[src/incpi_pkg.sv]
// Shared constants and handoff types for the incremental PI controller.
`default_nettype none

package incpi_pkg;

    // Sample width default and fixed field widths
    localparam int SAMPLE_BITS_DEF = 16;
    localparam int GAIN_W          = 15;
    localparam int LIM_W           = 11;
    localparam int DRIVE_W         = 8;

    // Configuration port
    localparam int CFG_IDX_W  = 2;
    localparam int CFG_DATA_W = 15;

    localparam logic [CFG_IDX_W-1:0] CFG_PROP_GAIN   = 2'd0;
    localparam logic [CFG_IDX_W-1:0] CFG_INTEG_GAIN  = 2'd1;
    localparam logic [CFG_IDX_W-1:0] CFG_LOWER_LIMIT = 2'd2;
    localparam logic [CFG_IDX_W-1:0] CFG_UPPER_LIMIT = 2'd3;

    localparam logic signed [LIM_W-1:0] LOWER_LIMIT_RST = -11'sd1000;
    localparam logic signed [LIM_W-1:0] UPPER_LIMIT_RST = 11'sd1000;

    // Increment / 100: saturate beyond any reachable clamp window, else reciprocal multiply
    localparam int QIN_W          = 19;
    localparam int QSAT_LIMIT     = 409600;
    localparam int QSAT_MAG       = 4096;
    localparam int QMAG_W         = 13;
    localparam int QUOT_W         = 14;
    localparam int RECIP100       = 335545;
    localparam int RECIP100_SHIFT = 25;

    // Accumulator sum width: 11-bit output plus 14-bit increment
    localparam int ACC_W = 15;

    // Control value / 10 by reciprocal multiply
    localparam int RECIP10       = 1639;
    localparam int RECIP10_SHIFT = 14;
    localparam int DQ_W          = 8;
    localparam int DRIVE_MIN     = 20;

    typedef struct packed {
        logic                     valid;
        logic signed [QUOT_W-1:0] quot;
    } incpi_quot_t;

    typedef struct packed {
        logic                    valid;
        logic signed [LIM_W-1:0] value;
    } incpi_acc_t;

endpackage

`default_nettype wire

[src/incpi_if.sv]
// Channel interfaces for samples in and drive results out.
`default_nettype none

interface incpi_smp_if #(
    parameter int SAMPLE_BITS = incpi_pkg::SAMPLE_BITS_DEF
);
    logic                   valid;
    logic                   ready;
    logic [SAMPLE_BITS-1:0] setpoint;
    logic [SAMPLE_BITS-1:0] measured;

    modport source (output valid, output setpoint, output measured, input ready);
    modport sink   (input valid, input setpoint, input measured, output ready);
endinterface

interface incpi_res_if;
    logic                                    valid;
    logic                                    ready;
    logic signed [incpi_pkg::DRIVE_W-1:0]    drive;
    logic signed [incpi_pkg::LIM_W-1:0]      control_value;

    modport source (output valid, output drive, output control_value, input ready);
    modport sink   (input valid, input drive, input control_value, output ready);
endinterface

`default_nettype wire

[src/incremental_pi_controller_top.sv]
// Top level of the incremental PI controller: config registers and pipeline.
//
//  channel   dir   handshake            payload
//  sample    in    valid/ready          setpoint, measured (SAMPLE_BITS unsigned)
//  result    out   valid/ready          drive (8 signed), control_value (11 signed)
//  cfg       in    cfg_we               cfg_index (2), cfg_data (15)
//
//  One word per cycle sustained while result.ready stays high.
//  The stored output feeds back only through the accumulator stage, which closes the loop in its own register.
//  Reset sets gains to 0, limits to -1000/1000 and the stored error and output to 0.
//  Each stage holds while the next is full; sample.ready drops only when the sample
//  register is full and cannot advance.
`default_nettype none

module incremental_pi_controller_top #(
    parameter int SAMPLE_BITS = incpi_pkg::SAMPLE_BITS_DEF
) (
    input  wire logic                                clk,
    input  wire logic                                rst_n,
    input  wire logic                                cfg_we,
    input  wire logic [incpi_pkg::CFG_IDX_W-1:0]     cfg_index,
    input  wire logic [incpi_pkg::CFG_DATA_W-1:0]    cfg_data,
    incpi_smp_if.sink                                sample,
    incpi_res_if.source                              result
);

    logic [incpi_pkg::GAIN_W-1:0]          kp_reg, kp_next;
    logic [incpi_pkg::GAIN_W-1:0]          ki_reg, ki_next;
    logic signed [incpi_pkg::LIM_W-1:0]    lo_reg, lo_next;
    logic signed [incpi_pkg::LIM_W-1:0]    hi_reg, hi_next;

    incpi_pkg::incpi_quot_t                quot;
    incpi_pkg::incpi_acc_t                 acc;
    logic                                  take_acc;
    logic                                  take_out;

    always_comb
    begin
        kp_next = kp_reg;
        ki_next = ki_reg;
        lo_next = lo_reg;
        hi_next = hi_reg;
        if (cfg_we)
        begin
            case (cfg_index)
                incpi_pkg::CFG_PROP_GAIN:   kp_next = cfg_data[incpi_pkg::GAIN_W-1:0];
                incpi_pkg::CFG_INTEG_GAIN:  ki_next = cfg_data[incpi_pkg::GAIN_W-1:0];
                incpi_pkg::CFG_LOWER_LIMIT: lo_next = $signed(cfg_data[incpi_pkg::LIM_W-1:0]);
                incpi_pkg::CFG_UPPER_LIMIT: hi_next = $signed(cfg_data[incpi_pkg::LIM_W-1:0]);
                default: ;
            endcase
        end
    end

    always_ff @(posedge clk or negedge rst_n)
    begin
        if (!rst_n)
        begin
            kp_reg <= '0;
            ki_reg <= '0;
            lo_reg <= incpi_pkg::LOWER_LIMIT_RST;
            hi_reg <= incpi_pkg::UPPER_LIMIT_RST;
        end
        else
        begin
            kp_reg <= kp_next;
            ki_reg <= ki_next;
            lo_reg <= lo_next;
            hi_reg <= hi_next;
        end
    end

    incpi_gain #(
        .SAMPLE_BITS (SAMPLE_BITS)
    ) u_gain (
        .clk        (clk),
        .rst_n      (rst_n),
        .sample     (sample),
        .prop_gain  (kp_reg),
        .integ_gain (ki_reg),
        .take       (take_acc),
        .quot_out   (quot)
    );

    incpi_accum u_accum (
        .clk         (clk),
        .rst_n       (rst_n),
        .quot_in     (quot),
        .lower_limit (lo_reg),
        .upper_limit (hi_reg),
        .take_down   (take_out),
        .take        (take_acc),
        .acc_out     (acc)
    );

    incpi_drive u_drive (
        .clk    (clk),
        .rst_n  (rst_n),
        .acc_in (acc),
        .take   (take_out),
        .result (result)
    );

endmodule

`default_nettype wire

[src/incpi_gain.sv]
// Sample register, error terms, gain products and increment quotient stages.
`default_nettype none

module incpi_gain #(
    parameter int SAMPLE_BITS = incpi_pkg::SAMPLE_BITS_DEF
) (
    input  wire logic                             clk,
    input  wire logic                             rst_n,
    incpi_smp_if.sink                             sample,
    input  wire logic [incpi_pkg::GAIN_W-1:0]     prop_gain,
    input  wire logic [incpi_pkg::GAIN_W-1:0]     integ_gain,
    input  wire logic                             take,
    output incpi_pkg::incpi_quot_t                quot_out
);

    localparam int EW = SAMPLE_BITS + 1;
    localparam int DW = SAMPLE_BITS + 2;
    localparam int PW = DW + incpi_pkg::GAIN_W;
    localparam int SW = PW + 1;
    localparam int QP = 2 * incpi_pkg::QIN_W;

    // Stage valids
    logic v0_reg, v1_reg, v2_reg, v3_reg;
    logic v0_next, v1_next, v2_next, v3_next;
    logic en0, en1, en2, en3;

    // Stage 0: raw samples
    logic [SAMPLE_BITS-1:0] sp_reg, ms_reg;

    // Stage 1: products
    logic signed [EW-1:0] err;
    logic signed [DW-1:0] derr;
    logic signed [EW-1:0] prev_err_reg;
    logic signed [PW-1:0] prod_p_reg, prod_i_reg;
    logic signed [PW-1:0] prod_p_next, prod_i_next;

    // Stage 2: magnitude of the sum
    logic signed [SW-1:0]              sum;
    logic [SW-1:0]                     mag;
    logic                              neg_reg, sat_reg;
    logic                              neg_next, sat_next;
    logic [incpi_pkg::QIN_W-1:0]       mag_reg;

    // Stage 3: quotient
    logic [QP-1:0]                          qprod;
    logic [incpi_pkg::QMAG_W-1:0]           qmag;
    logic signed [incpi_pkg::QUOT_W-1:0]    qmag_s;
    logic signed [incpi_pkg::QUOT_W-1:0]    quot_reg, quot_next;

    assign en3 = v2_reg && (!v3_reg || take);
    assign en2 = v1_reg && (!v2_reg || en3);
    assign en1 = v0_reg && (!v1_reg || en2);
    assign en0 = sample.valid && (!v0_reg || en1);

    assign sample.ready = !v0_reg || en1;

    always_comb
    begin
        v0_next = en0 ? 1'b1 : (en1 ? 1'b0 : v0_reg);
        v1_next = en1 ? 1'b1 : (en2 ? 1'b0 : v1_reg);
        v2_next = en2 ? 1'b1 : (en3 ? 1'b0 : v2_reg);
        v3_next = en3 ? 1'b1 : (take ? 1'b0 : v3_reg);
    end

    always_comb
    begin
        err         = $signed({1'b0, sp_reg}) - $signed({1'b0, ms_reg});
        derr        = DW'(err) - DW'(prev_err_reg);
        prod_p_next = PW'($signed({1'b0, prop_gain})) * PW'(derr);
        prod_i_next = PW'($signed({1'b0, integ_gain})) * PW'(err);
    end

    // Past the saturation point the clamp cannot tell the quotient apart
    always_comb
    begin
        sum      = SW'(prod_p_reg) + SW'(prod_i_reg);
        neg_next = sum[SW-1];
        mag      = neg_next ? SW'(-sum) : SW'(sum);
        sat_next = mag >= SW'(incpi_pkg::QSAT_LIMIT);
    end

    always_comb
    begin
        qprod  = QP'(mag_reg) * QP'(incpi_pkg::RECIP100);
        qmag   = sat_reg ? incpi_pkg::QMAG_W'(incpi_pkg::QSAT_MAG)
                         : qprod[incpi_pkg::RECIP100_SHIFT +: incpi_pkg::QMAG_W];
        qmag_s = $signed({1'b0, qmag});
        quot_next = neg_reg ? -qmag_s : qmag_s;
    end

    always_ff @(posedge clk or negedge rst_n)
    begin
        if (!rst_n)
        begin
            v0_reg       <= 1'b0;
            v1_reg       <= 1'b0;
            v2_reg       <= 1'b0;
            v3_reg       <= 1'b0;
            prev_err_reg <= '0;
        end
        else
        begin
            v0_reg <= v0_next;
            v1_reg <= v1_next;
            v2_reg <= v2_next;
            v3_reg <= v3_next;
            if (en1)
            begin
                prev_err_reg <= err;
            end
        end
    end

    always_ff @(posedge clk)
    begin
        if (en0)
        begin
            sp_reg <= sample.setpoint;
            ms_reg <= sample.measured;
        end
        if (en1)
        begin
            prod_p_reg <= prod_p_next;
            prod_i_reg <= prod_i_next;
        end
        if (en2)
        begin
            neg_reg <= neg_next;
            sat_reg <= sat_next;
            mag_reg <= mag[incpi_pkg::QIN_W-1:0];
        end
        if (en3)
        begin
            quot_reg <= quot_next;
        end
    end

    assign quot_out.valid = v3_reg;
    assign quot_out.quot  = quot_reg;

endmodule

`default_nettype wire

[src/incpi_accum.sv]
// Accumulator stage: adds the increment to the last output and clamps it.
`default_nettype none

module incpi_accum (
    input  wire logic                                 clk,
    input  wire logic                                 rst_n,
    input  wire incpi_pkg::incpi_quot_t               quot_in,
    input  wire logic signed [incpi_pkg::LIM_W-1:0]   lower_limit,
    input  wire logic signed [incpi_pkg::LIM_W-1:0]   upper_limit,
    input  wire logic                                 take_down,
    output logic                                      take,
    output incpi_pkg::incpi_acc_t                     acc_out
);

    logic                                   v_reg, v_next;
    logic signed [incpi_pkg::LIM_W-1:0]     out_reg, out_next;
    logic signed [incpi_pkg::ACC_W-1:0]     sum;
    logic signed [incpi_pkg::ACC_W-1:0]     upper_clamped;

    assign take = quot_in.valid && (!v_reg || take_down);

    always_comb
    begin
        v_next = take ? 1'b1 : (take_down ? 1'b0 : v_reg);
    end

    // Upper clamp first, then lower: crossed limits settle on the lower one
    always_comb
    begin
        sum = incpi_pkg::ACC_W'(out_reg) + incpi_pkg::ACC_W'(quot_in.quot);
        upper_clamped = (sum > incpi_pkg::ACC_W'(upper_limit))
                      ? incpi_pkg::ACC_W'(upper_limit) : sum;
        out_next = (upper_clamped < incpi_pkg::ACC_W'(lower_limit))
                 ? lower_limit : upper_clamped[incpi_pkg::LIM_W-1:0];
    end

    always_ff @(posedge clk or negedge rst_n)
    begin
        if (!rst_n)
        begin
            v_reg   <= 1'b0;
            out_reg <= '0;
        end
        else
        begin
            v_reg <= v_next;
            if (take)
            begin
                out_reg <= out_next;
            end
        end
    end

    assign acc_out.valid = v_reg;
    assign acc_out.value = out_reg;

    a_within_limits: assert property (@(posedge clk) disable iff (!rst_n)
        take && (lower_limit <= upper_limit) |=>
            (out_reg >= $past(lower_limit)) && (out_reg <= $past(upper_limit)))
        else $error("accumulated value outside limits");

    a_crossed_limits: assert property (@(posedge clk) disable iff (!rst_n)
        take && (lower_limit > upper_limit) |=> out_reg == $past(lower_limit))
        else $error("crossed limits did not settle on lower limit");

    a_take_fills: assert property (@(posedge clk) disable iff (!rst_n)
        take |=> v_reg)
        else $error("accumulator empty after taking a word");

endmodule

`default_nettype wire

[src/incpi_drive.sv]
// Result register: scales the control value to the drive word.
`default_nettype none

module incpi_drive (
    input  wire logic                 clk,
    input  wire logic                 rst_n,
    input  wire incpi_pkg::incpi_acc_t acc_in,
    output logic                      take,
    incpi_res_if.source               result
);

    localparam int MW = 2 * incpi_pkg::LIM_W;

    logic                                     valid_reg, valid_next;
    logic signed [incpi_pkg::DRIVE_W-1:0]     drive_reg, drive_next;
    logic signed [incpi_pkg::LIM_W-1:0]       ctrl_reg;
    logic                                     neg;
    logic [incpi_pkg::LIM_W-1:0]              mag;
    logic [MW-1:0]                            dprod;
    logic [incpi_pkg::DQ_W-1:0]               dq;
    logic signed [incpi_pkg::DRIVE_W-1:0]     dq_s;

    assign take = acc_in.valid && (!valid_reg || result.ready);

    always_comb
    begin
        valid_next = take ? 1'b1 : (result.ready ? 1'b0 : valid_reg);
    end

    // Lift small quotients to the minimum drive; a zero quotient goes positive
    always_comb
    begin
        neg   = acc_in.value[incpi_pkg::LIM_W-1];
        mag   = neg ? incpi_pkg::LIM_W'(-acc_in.value) : incpi_pkg::LIM_W'(acc_in.value);
        dprod = MW'(mag) * MW'(incpi_pkg::RECIP10);
        dq    = dprod[incpi_pkg::RECIP10_SHIFT +: incpi_pkg::DQ_W];
        dq_s  = $signed(dq);
        if (dq < incpi_pkg::DQ_W'(incpi_pkg::DRIVE_MIN))
        begin
            drive_next = (neg && (dq != '0))
                       ? -incpi_pkg::DRIVE_W'(incpi_pkg::DRIVE_MIN)
                       : incpi_pkg::DRIVE_W'(incpi_pkg::DRIVE_MIN);
        end
        else
        begin
            drive_next = neg ? -dq_s : dq_s;
        end
    end

    always_ff @(posedge clk or negedge rst_n)
    begin
        if (!rst_n)
        begin
            valid_reg <= 1'b0;
        end
        else
        begin
            valid_reg <= valid_next;
        end
    end

    always_ff @(posedge clk)
    begin
        if (take)
        begin
            drive_reg <= drive_next;
            ctrl_reg  <= acc_in.value;
        end
    end

    assign result.valid         = valid_reg;
    assign result.drive         = drive_reg;
    assign result.control_value = ctrl_reg;

    a_drive_floor: assert property (@(posedge clk) disable iff (!rst_n)
        valid_reg |-> (drive_reg >= 8'sd20) || (drive_reg <= -8'sd20))
        else $error("drive magnitude below floor");

    a_small_negative: assert property (@(posedge clk) disable iff (!rst_n)
        valid_reg && (ctrl_reg < 11'sd0) && (ctrl_reg > -11'sd10) |-> drive_reg == 8'sd20)
        else $error("zero quotient not lifted to positive floor");

    a_take_presents: assert property (@(posedge clk) disable iff (!rst_n)
        take |=> valid_reg)
        else $error("result register empty after taking a word");

endmodule

`default_nettype wire

[src/flat_wrapper.sv]
// flat-port wrapper written by rule: the top's interface ports become plain ports
module incremental_pi_controller_top_flat 
#(
    parameter int SAMPLE_BITS = incpi_pkg::SAMPLE_BITS_DEF
)
  (clk, rst_n, cfg_we, cfg_index, cfg_data, sample_valid, sample_setpoint, sample_measured, sample_ready, result_valid, result_drive, result_control_value, result_ready);
  incpi_smp_if #(.SAMPLE_BITS(SAMPLE_BITS)) sample_i ();
  incpi_res_if result_i ();
  input  wire logic clk;
  input  wire logic rst_n;
  input  wire logic cfg_we;
  input  wire logic [incpi_pkg::CFG_IDX_W-1:0] cfg_index;
  input  wire logic [incpi_pkg::CFG_DATA_W-1:0] cfg_data;
  input wire logic [$bits(sample_i.valid)-1:0] sample_valid;
  input wire logic [$bits(sample_i.setpoint)-1:0] sample_setpoint;
  input wire logic [$bits(sample_i.measured)-1:0] sample_measured;
  output wire logic [$bits(sample_i.ready)-1:0] sample_ready;
  output wire logic [$bits(result_i.valid)-1:0] result_valid;
  output wire logic [$bits(result_i.drive)-1:0] result_drive;
  output wire logic [$bits(result_i.control_value)-1:0] result_control_value;
  input wire logic [$bits(result_i.ready)-1:0] result_ready;
  assign sample_i.valid = sample_valid;
  assign sample_i.setpoint = sample_setpoint;
  assign sample_i.measured = sample_measured;
  assign sample_ready = sample_i.ready;
  assign result_valid = result_i.valid;
  assign result_drive = result_i.drive;
  assign result_control_value = result_i.control_value;
  assign result_i.ready = result_ready;
  incremental_pi_controller_top #(.SAMPLE_BITS(SAMPLE_BITS)) u_core (.clk(clk), .rst_n(rst_n), .cfg_we(cfg_we), .cfg_index(cfg_index), .cfg_data(cfg_data), .sample(sample_i), .result(result_i));
endmodule
[config.mk]
export PLATFORM = sky130hd
export DESIGN_NAME = incremental_pi_controller_top_flat
export DESIGN_NICKNAME = d
export VERILOG_FILES = /design/src/incpi_pkg.sv /design/src/incpi_if.sv /design/src/incremental_pi_controller_top.sv /design/src/incpi_gain.sv /design/src/incpi_accum.sv /design/src/incpi_drive.sv /design/src/flat_wrapper.sv
export SDC_FILE = /design/constraint.sdc
export NUM_CORES = 2
export LEC_CHECK = 0
export ABC_AREA = 1
export ABC_CLOCK_PERIOD_IN_PS = 21500
export BUFFER_PORTS_ARGS = -buffer_cell sky130_fd_sc_hd__buf_2
export CAP_MARGIN = 30
export CORE_MARGIN = 2
export CORE_UTILIZATION = 25
export CTS_CLUSTER_DIAMETER = 60
export DETAILED_ROUTE_END_ITERATION = 12
export SYNTH_ARGS = -nofsm -noshare
export SYNTH_HDL_FRONTEND = slang
export SYNTH_SLANG_ARGS = --single-unit
[constraint.sdc]
create_clock -name clk -period 21.5 [get_ports clk]
set_clock_uncertainty 0.1 [all_clocks]
set_input_delay 1.075 -clock clk [delete_from_list [all_inputs] [get_ports clk]]
set_output_delay 1.075 -clock clk [all_outputs]
set_load 0.03 [all_outputs]
Word-level counts from Yosys, hierarchy flattened:

Cells that the tools add are included.

* register bits: 238
* bits of input ports: 54
* word-level logic and storage cells: 94
* output and inout port bits: 21

* equal/unequal tests: 3
* reduce and logical (&&, ||, !) cells: 31
* order comparisons: 4
* multiplexer cells: 21
* multipliers: 4
* add/subtract/negate cells: 8

Operators with widths (number)
* $mul A19 B19 Y38 const B: 1
* $add A33 B33 Y34: 1
* $ge A34 B19 Y1 const B: 1
* $mux W34: 1
* $neg A34 Y34: 1
* $mul A16 B17 Y33: 1
* $mul A16 B18 Y33: 1
* $mux W13: 2
* $mux W8: 3
* $mul A11 B11 Y22 const B: 1
* $mux W11: 2
* $sub A17 B17 Y18: 1
* $sub A16 B16 Y17: 1
* $add A11 B14 Y15: 1
* $gt A15 B11 Y1: 1
* $lt A15 B11 Y1: 1
* $mux W15: 1
* $neg A13 Y14: 1
* $mux W1: 12
* $reduce_bool A2 Y1: 6
* $neg A11 Y11: 1
* $lt A8 B5 Y1 const B: 1
* $neg A8 Y8: 1
* $reduce_and A2 Y1: 4
* other kinds (7): 24

Logic depth before layout (Yosys ltp):

* depth in word-level cells: 14
* depth in mapped cells: 52
* gate-level depth less buffers: 51

Hierarchy:

A second synthesis with hierarchy kept.

* cell total of the unflattened synthesis: 5543
* area total of the unflattened synthesis: 45239.6 µm²

By module, submodules not included
* incpi_gain: seq. area each 4519.3 µm², instances 1, cells an instance 4483, area each 37060.5 µm²
* incpi_drive: seq. area each 595.6 µm², instances 1, cells an instance 469, area each 3684.8 µm²
* incpi_accum: seq. area each 300.3 µm², instances 1, cells an instance 357, area each 2342.2 µm²
* incremental_pi_controller_top: seq. area each 1312.5 µm², instances 1, cells an instance 234, area each 2152.1 µm²

Least setup slack after synthesis:

OpenSTA, ideal clock, no wires.

* kind: reg-to-reg
* start: register u_core.u_gain.sp_reg[0]
* end: register u_core.u_gain.prod_p_reg[30] (data pin)
* buffers on the path: 1
* data required time: 21136 ps
* period minus slack after synthesis: 8839 ps
* library setup time: 264 ps
* cell stages (with the launch flop): 49
* arrival: 8476 ps
* slack: 12661 ps
* path through: edfxtp_1 -> inv_1 -> ha_1 -> fa_1 -> nand3b_1 -> nand2_1 -> a21oi_1 -> o21ai_1 -> nand2_1 -> nand2_1 -> nand2_1 -> nand2_1 -> nand2_1 -> nand2_1 -> a21oi_2 -> inv_2 -> or2_2 -> nand2_2 -> (+13 left out) -> fa_1 -> fa_1 -> inv_1 -> fa_1 -> inv_1 -> fa_1 -> inv_1 -> ha_1 -> nand2_1 -> inv_1 -> a21oi_1 -> o21ai_0 -> a21oi_1 -> o21ai_0 -> a21o_1 -> a21o_1 -> a31oi_1 -> xor2_1

* longest elaborated chain between the ends: 3

RTL lines
* from (decl): RTL line incpi_gain.sv:28 `logic [SAMPLE_BITS-1:0] sp_reg, ms_reg;`
* from (signal assigned): RTL line incpi_gain.sv:118 `sp_reg <= sample.setpoint;`
* $sub A16 B16 Y17: RTL line incpi_gain.sv:67 `err = $signed({1'b0, sp_reg}) - $signed({1'b0, ms_reg});`
* net u_core.u_gain.err[10]: RTL line incpi_gain.sv:31 `logic signed [EW-1:0] err;`
* $sub A17 B17 Y18: RTL line incpi_gain.sv:68 `derr = DW'(err) - DW'(prev_err_reg);`
* $mul A16 B18 Y33: RTL line incpi_gain.sv:69 `prod_p_next = PW'($signed({1'b0, prop_gain})) * PW'(derr);`
* net u_core.u_gain.prod_p_next[30]: RTL line incpi_gain.sv:35 `logic signed [PW-1:0] prod_p_next, prod_i_next;`
* to (signal assigned): RTL line incpi_gain.sv:123 `prod_p_reg <= prod_p_next;`
* to (decl): RTL line incpi_gain.sv:34 `logic signed [PW-1:0] prod_p_reg, prod_i_reg;`

The timed path passes the listed nets, and every way through them passes these cells.
A chain may end at the register's enable or synchronous reset.

Worst setup path in the final report:

* start: register u_core.u_gain.sp_reg[0]
* end: register u_core.u_gain.prod_p_reg[32] (data pin)

Same word-level chain as after synthesis.

==> run_results.csv <==
group,metric,value,unit
detailed_routing,via_per_inst,4.39,
final_layout,drive_gt1_share,4.92,%
detailed_routing,drc,0,
placed_design,port_buffers,74,
job,cap_violations,0,
die,rows,155,
global_route,grt_max_degree,76,
final_layout,syn_to_final_growth,9.22,%
detailed_routing,wire_per_inst,15.1,um
global_route,antenna_found_initial,8,
final_layout,n_antenna_cell,0,
setup_path,crit_arrival,10.34,ns
setup_path,end_kind,"flip-flop",
global_route,track_usage,13.4,%
setup_path,path_class,"reg2reg",
setup_path,crit_path_max_fanout,11,
setup_path,reg2reg_slack,11.39,ns
cts,postCtsResizedCells,0,
timing,fmax,98.9,MHz
worst_hold_path,hp-class,"in2async",
setup_path,slowest_stage,"xor2_1",
setup_path,crit_path_max_incr_delay,0.75,ns
cts,cts_setup_buffers,0,
logic_synthesis,synth_seq_area_share,15.1,%
setup_path,crit_top_cell,"nand2_1",
die,die_h,427,um
logic_synthesis,synth_top_area_share,31.1,%
timing,rsz0062_at_grt,"no",
logic_synthesis,synth_enable_flop_cells,152,
global_route,grt_pass1_wl,194000,um
logic_synthesis,synth_top_cells_by_area,"fa_1 (31%), ha_1 (15%), inv_1 (11%), edfxtp_1 (10%), nand2_1 (9.7%)",
final_layout,nNetsFinal,6771,
timing,finalSetupTns,0,ns
detailed_routing,vias,34532,
die,start_util,25.1,%
final_layout,seq_area,6730,sq um
setup_path,worstReg2RegEnd,"u_core.u_gain.prod_p_reg[32]",
logic_synthesis,netlist_area,44700,sq um
run_status,outcome,"completed",
setup_path,startpoint_type,"flip-flop",
detailed_routing,dr.pass1.iters,5,
logic_synthesis,async_reset_ff_share,36.1,%
timing,tightest_slew,0.945,ns
placed_design,hpwlAfterDp,104000,um
timing,slew_viol_final,0,
logic_synthesis,yosysMostFrequentCell,"inv_1",
cts,cts_hold_buffers,0,
cts,cts_tree,"built",
logic_synthesis,synth_warnings,0,
cts,cts_root_buf,"clkbuf_16",
die,ioPinCount,75,
setup_path,rr_worst_depth,41,
cts,clk_latency,0.60,ns
cts,clk_pin_slew_worst_paths,0.06,ns
die,die_w,427,um
logic_synthesis,synthFlopType,"edfxtp_1",
logic_synthesis,ys_ff_latch,238,
cts,clk_path_buf_depth,3,
timing,slew_headroom,37.0,%
detailed_routing,drt_iter0_drc,2120,
final_layout,multi_input_area,32600,sq um
placed_design,gp_congestion,0.964,
logic_synthesis,synth_largest_area_cell,"fa_1",
timing,final_hold_viol_count,0,
logic_synthesis,synthCells,5451,
timing,period_share,47.0,%
global_route,grt_pass1_vias,36301,
timing,setup_viol,0,
logic_synthesis,synth_commonest_cells,"inv_1 (1289), nand2_1 (1156), fa_1 (694)",
global_route,grt-ovfl-total,0,
logic_synthesis,syn_nets,6732,
timing,min_period,10.11,ns
cts,cts.sinks,238,
logic_synthesis,synth_cell_types,56,
detailed_routing,antenna_left,0,
setup_path,r2r-start,"u_core.u_gain.sp_reg[0]",
detailed_routing,routed_wl,119000,um
setup_path,required,21.73,ns
cts,cts_made_buffers,29,
cts,htree_levels,1,
final_layout,fill_cells,19151,
die,dieArea,182000,sq um
logic_synthesis,syn_avg_cell_area,8.19,sq um
die,core_area,178000,sq um
worst max-delay path by stage:
stage                       startpoint                            to  slack, ns  cells past startpoint
2_1_floorplan  u_core.u_gain.sp_reg[0]  u_core.u_gain.prod_p_reg[30]      12.66                     48
3_3_place_gp   u_core.u_gain.ms_reg[0]  u_core.u_gain.prod_p_reg[32]      11.63                     40
3_5_place_dp   u_core.u_gain.sp_reg[0]  u_core.u_gain.prod_p_reg[30]      11.48                     41
4_1_cts        u_core.u_gain.sp_reg[0]  u_core.u_gain.prod_p_reg[30]      11.42                     41
5_1_grt        u_core.u_gain.sp_reg[0]  u_core.u_gain.prod_p_reg[32]      10.71                     41
6_report       u_core.u_gain.sp_reg[0]  u_core.u_gain.prod_p_reg[32]      11.39                     41
worst max-delay path, delay by kind of cell (launching register included):
family,cells,cell delay [ns]
simple gates,10,1.30
flops,1,0.33
xor+xnor,2,0.84
compound gates,11,1.93
fa+ha+maj,10,4.29
buf+inv,8,1.05
cell families after synthesis:
group / Yosys count / synth area share (%)
AND/OR/NAND/NOR: 1951 / 18.1
buffers and inverters: 1416 / 12.0
adder cells (fa/ha/maj): 1227 / 46.1
AO/OA/AOI/OAI: 461 / 5.70
flip-flops: 238 / 15.1
XOR/XNOR: 158 / 3.13
area by class of cell:
cell class / instances / area share [%]
timing repair buffer: 91 / 1.20
clock inverter: 14 / 0.210
multi-input combinational: 3797 / 66.8
tap: 2355 / 6.04
sequential: 238 / 13.8
clock buffer: 39 / 1.68
inverter: 1333 / 10.3
cells in the final DEF (no fill, tap or decap), types with 5 or more instances in the layout:
master     netlist  routed
clkinv_1        26      26
nand3_2          7       7
inv_1         1289    1289
buf_2            9      74
nor2_1         447     443
o211ai_1         5       5
o21ai_0        156     156
nand3b_1        11      11
clkbuf_16        0      30
a31oi_1         12      12
nand3_1        152     152
nor3_1          25      25
ha_1           533     533
xnor2_1         51      51
inv_6            0       7
nand4_1         51      51
a21oi_1        201     201
o21bai_1        11      11
or2_2           26      26
nor4_1          10      10
edfxtp_1       152     152
dfstp_2          9       9
o21ai_1         16      16
dfrtp_1         77      77
nand2_2         32      32
o21a_1          11      11
nor2_4           8       9
inv_2           18      18
fa_1           694     694
nand2_1       1156    1156
buf_4            1      12
a21o_1          15      15
nor2_2          16      19
xor2_1         105     105
clkbuf_1        69       5
metrics by stage:
stage	setup WS, ns	hold WS [ns]	cells	util (%)	area [sq um]
after global placement	11.63	0.367	7808	26.8	47700
after detailed placement	11.48	0.373	7814	26.9	47800
after floorplan	12.66	0.343	5451	-	44700
final	11.39	0.314	7867	27.4	48800
after global routing	10.71	0.319	7867	27.4	48800
after CTS	11.42	0.298	7867	27.4	48800
metal layers:
layer	up-vias	share of wire, %	track usage [%]
li1	16659	-	-
met1	16856	44	17.5
met2	807	48	23.0
met3	196	5.0	1.87
met4	14	2.8	3.36
met5	-	0.14	0.344
Power is not shown: default switching activity piles up to over one toggle a cycle in this logic, so the estimate is an artifact.
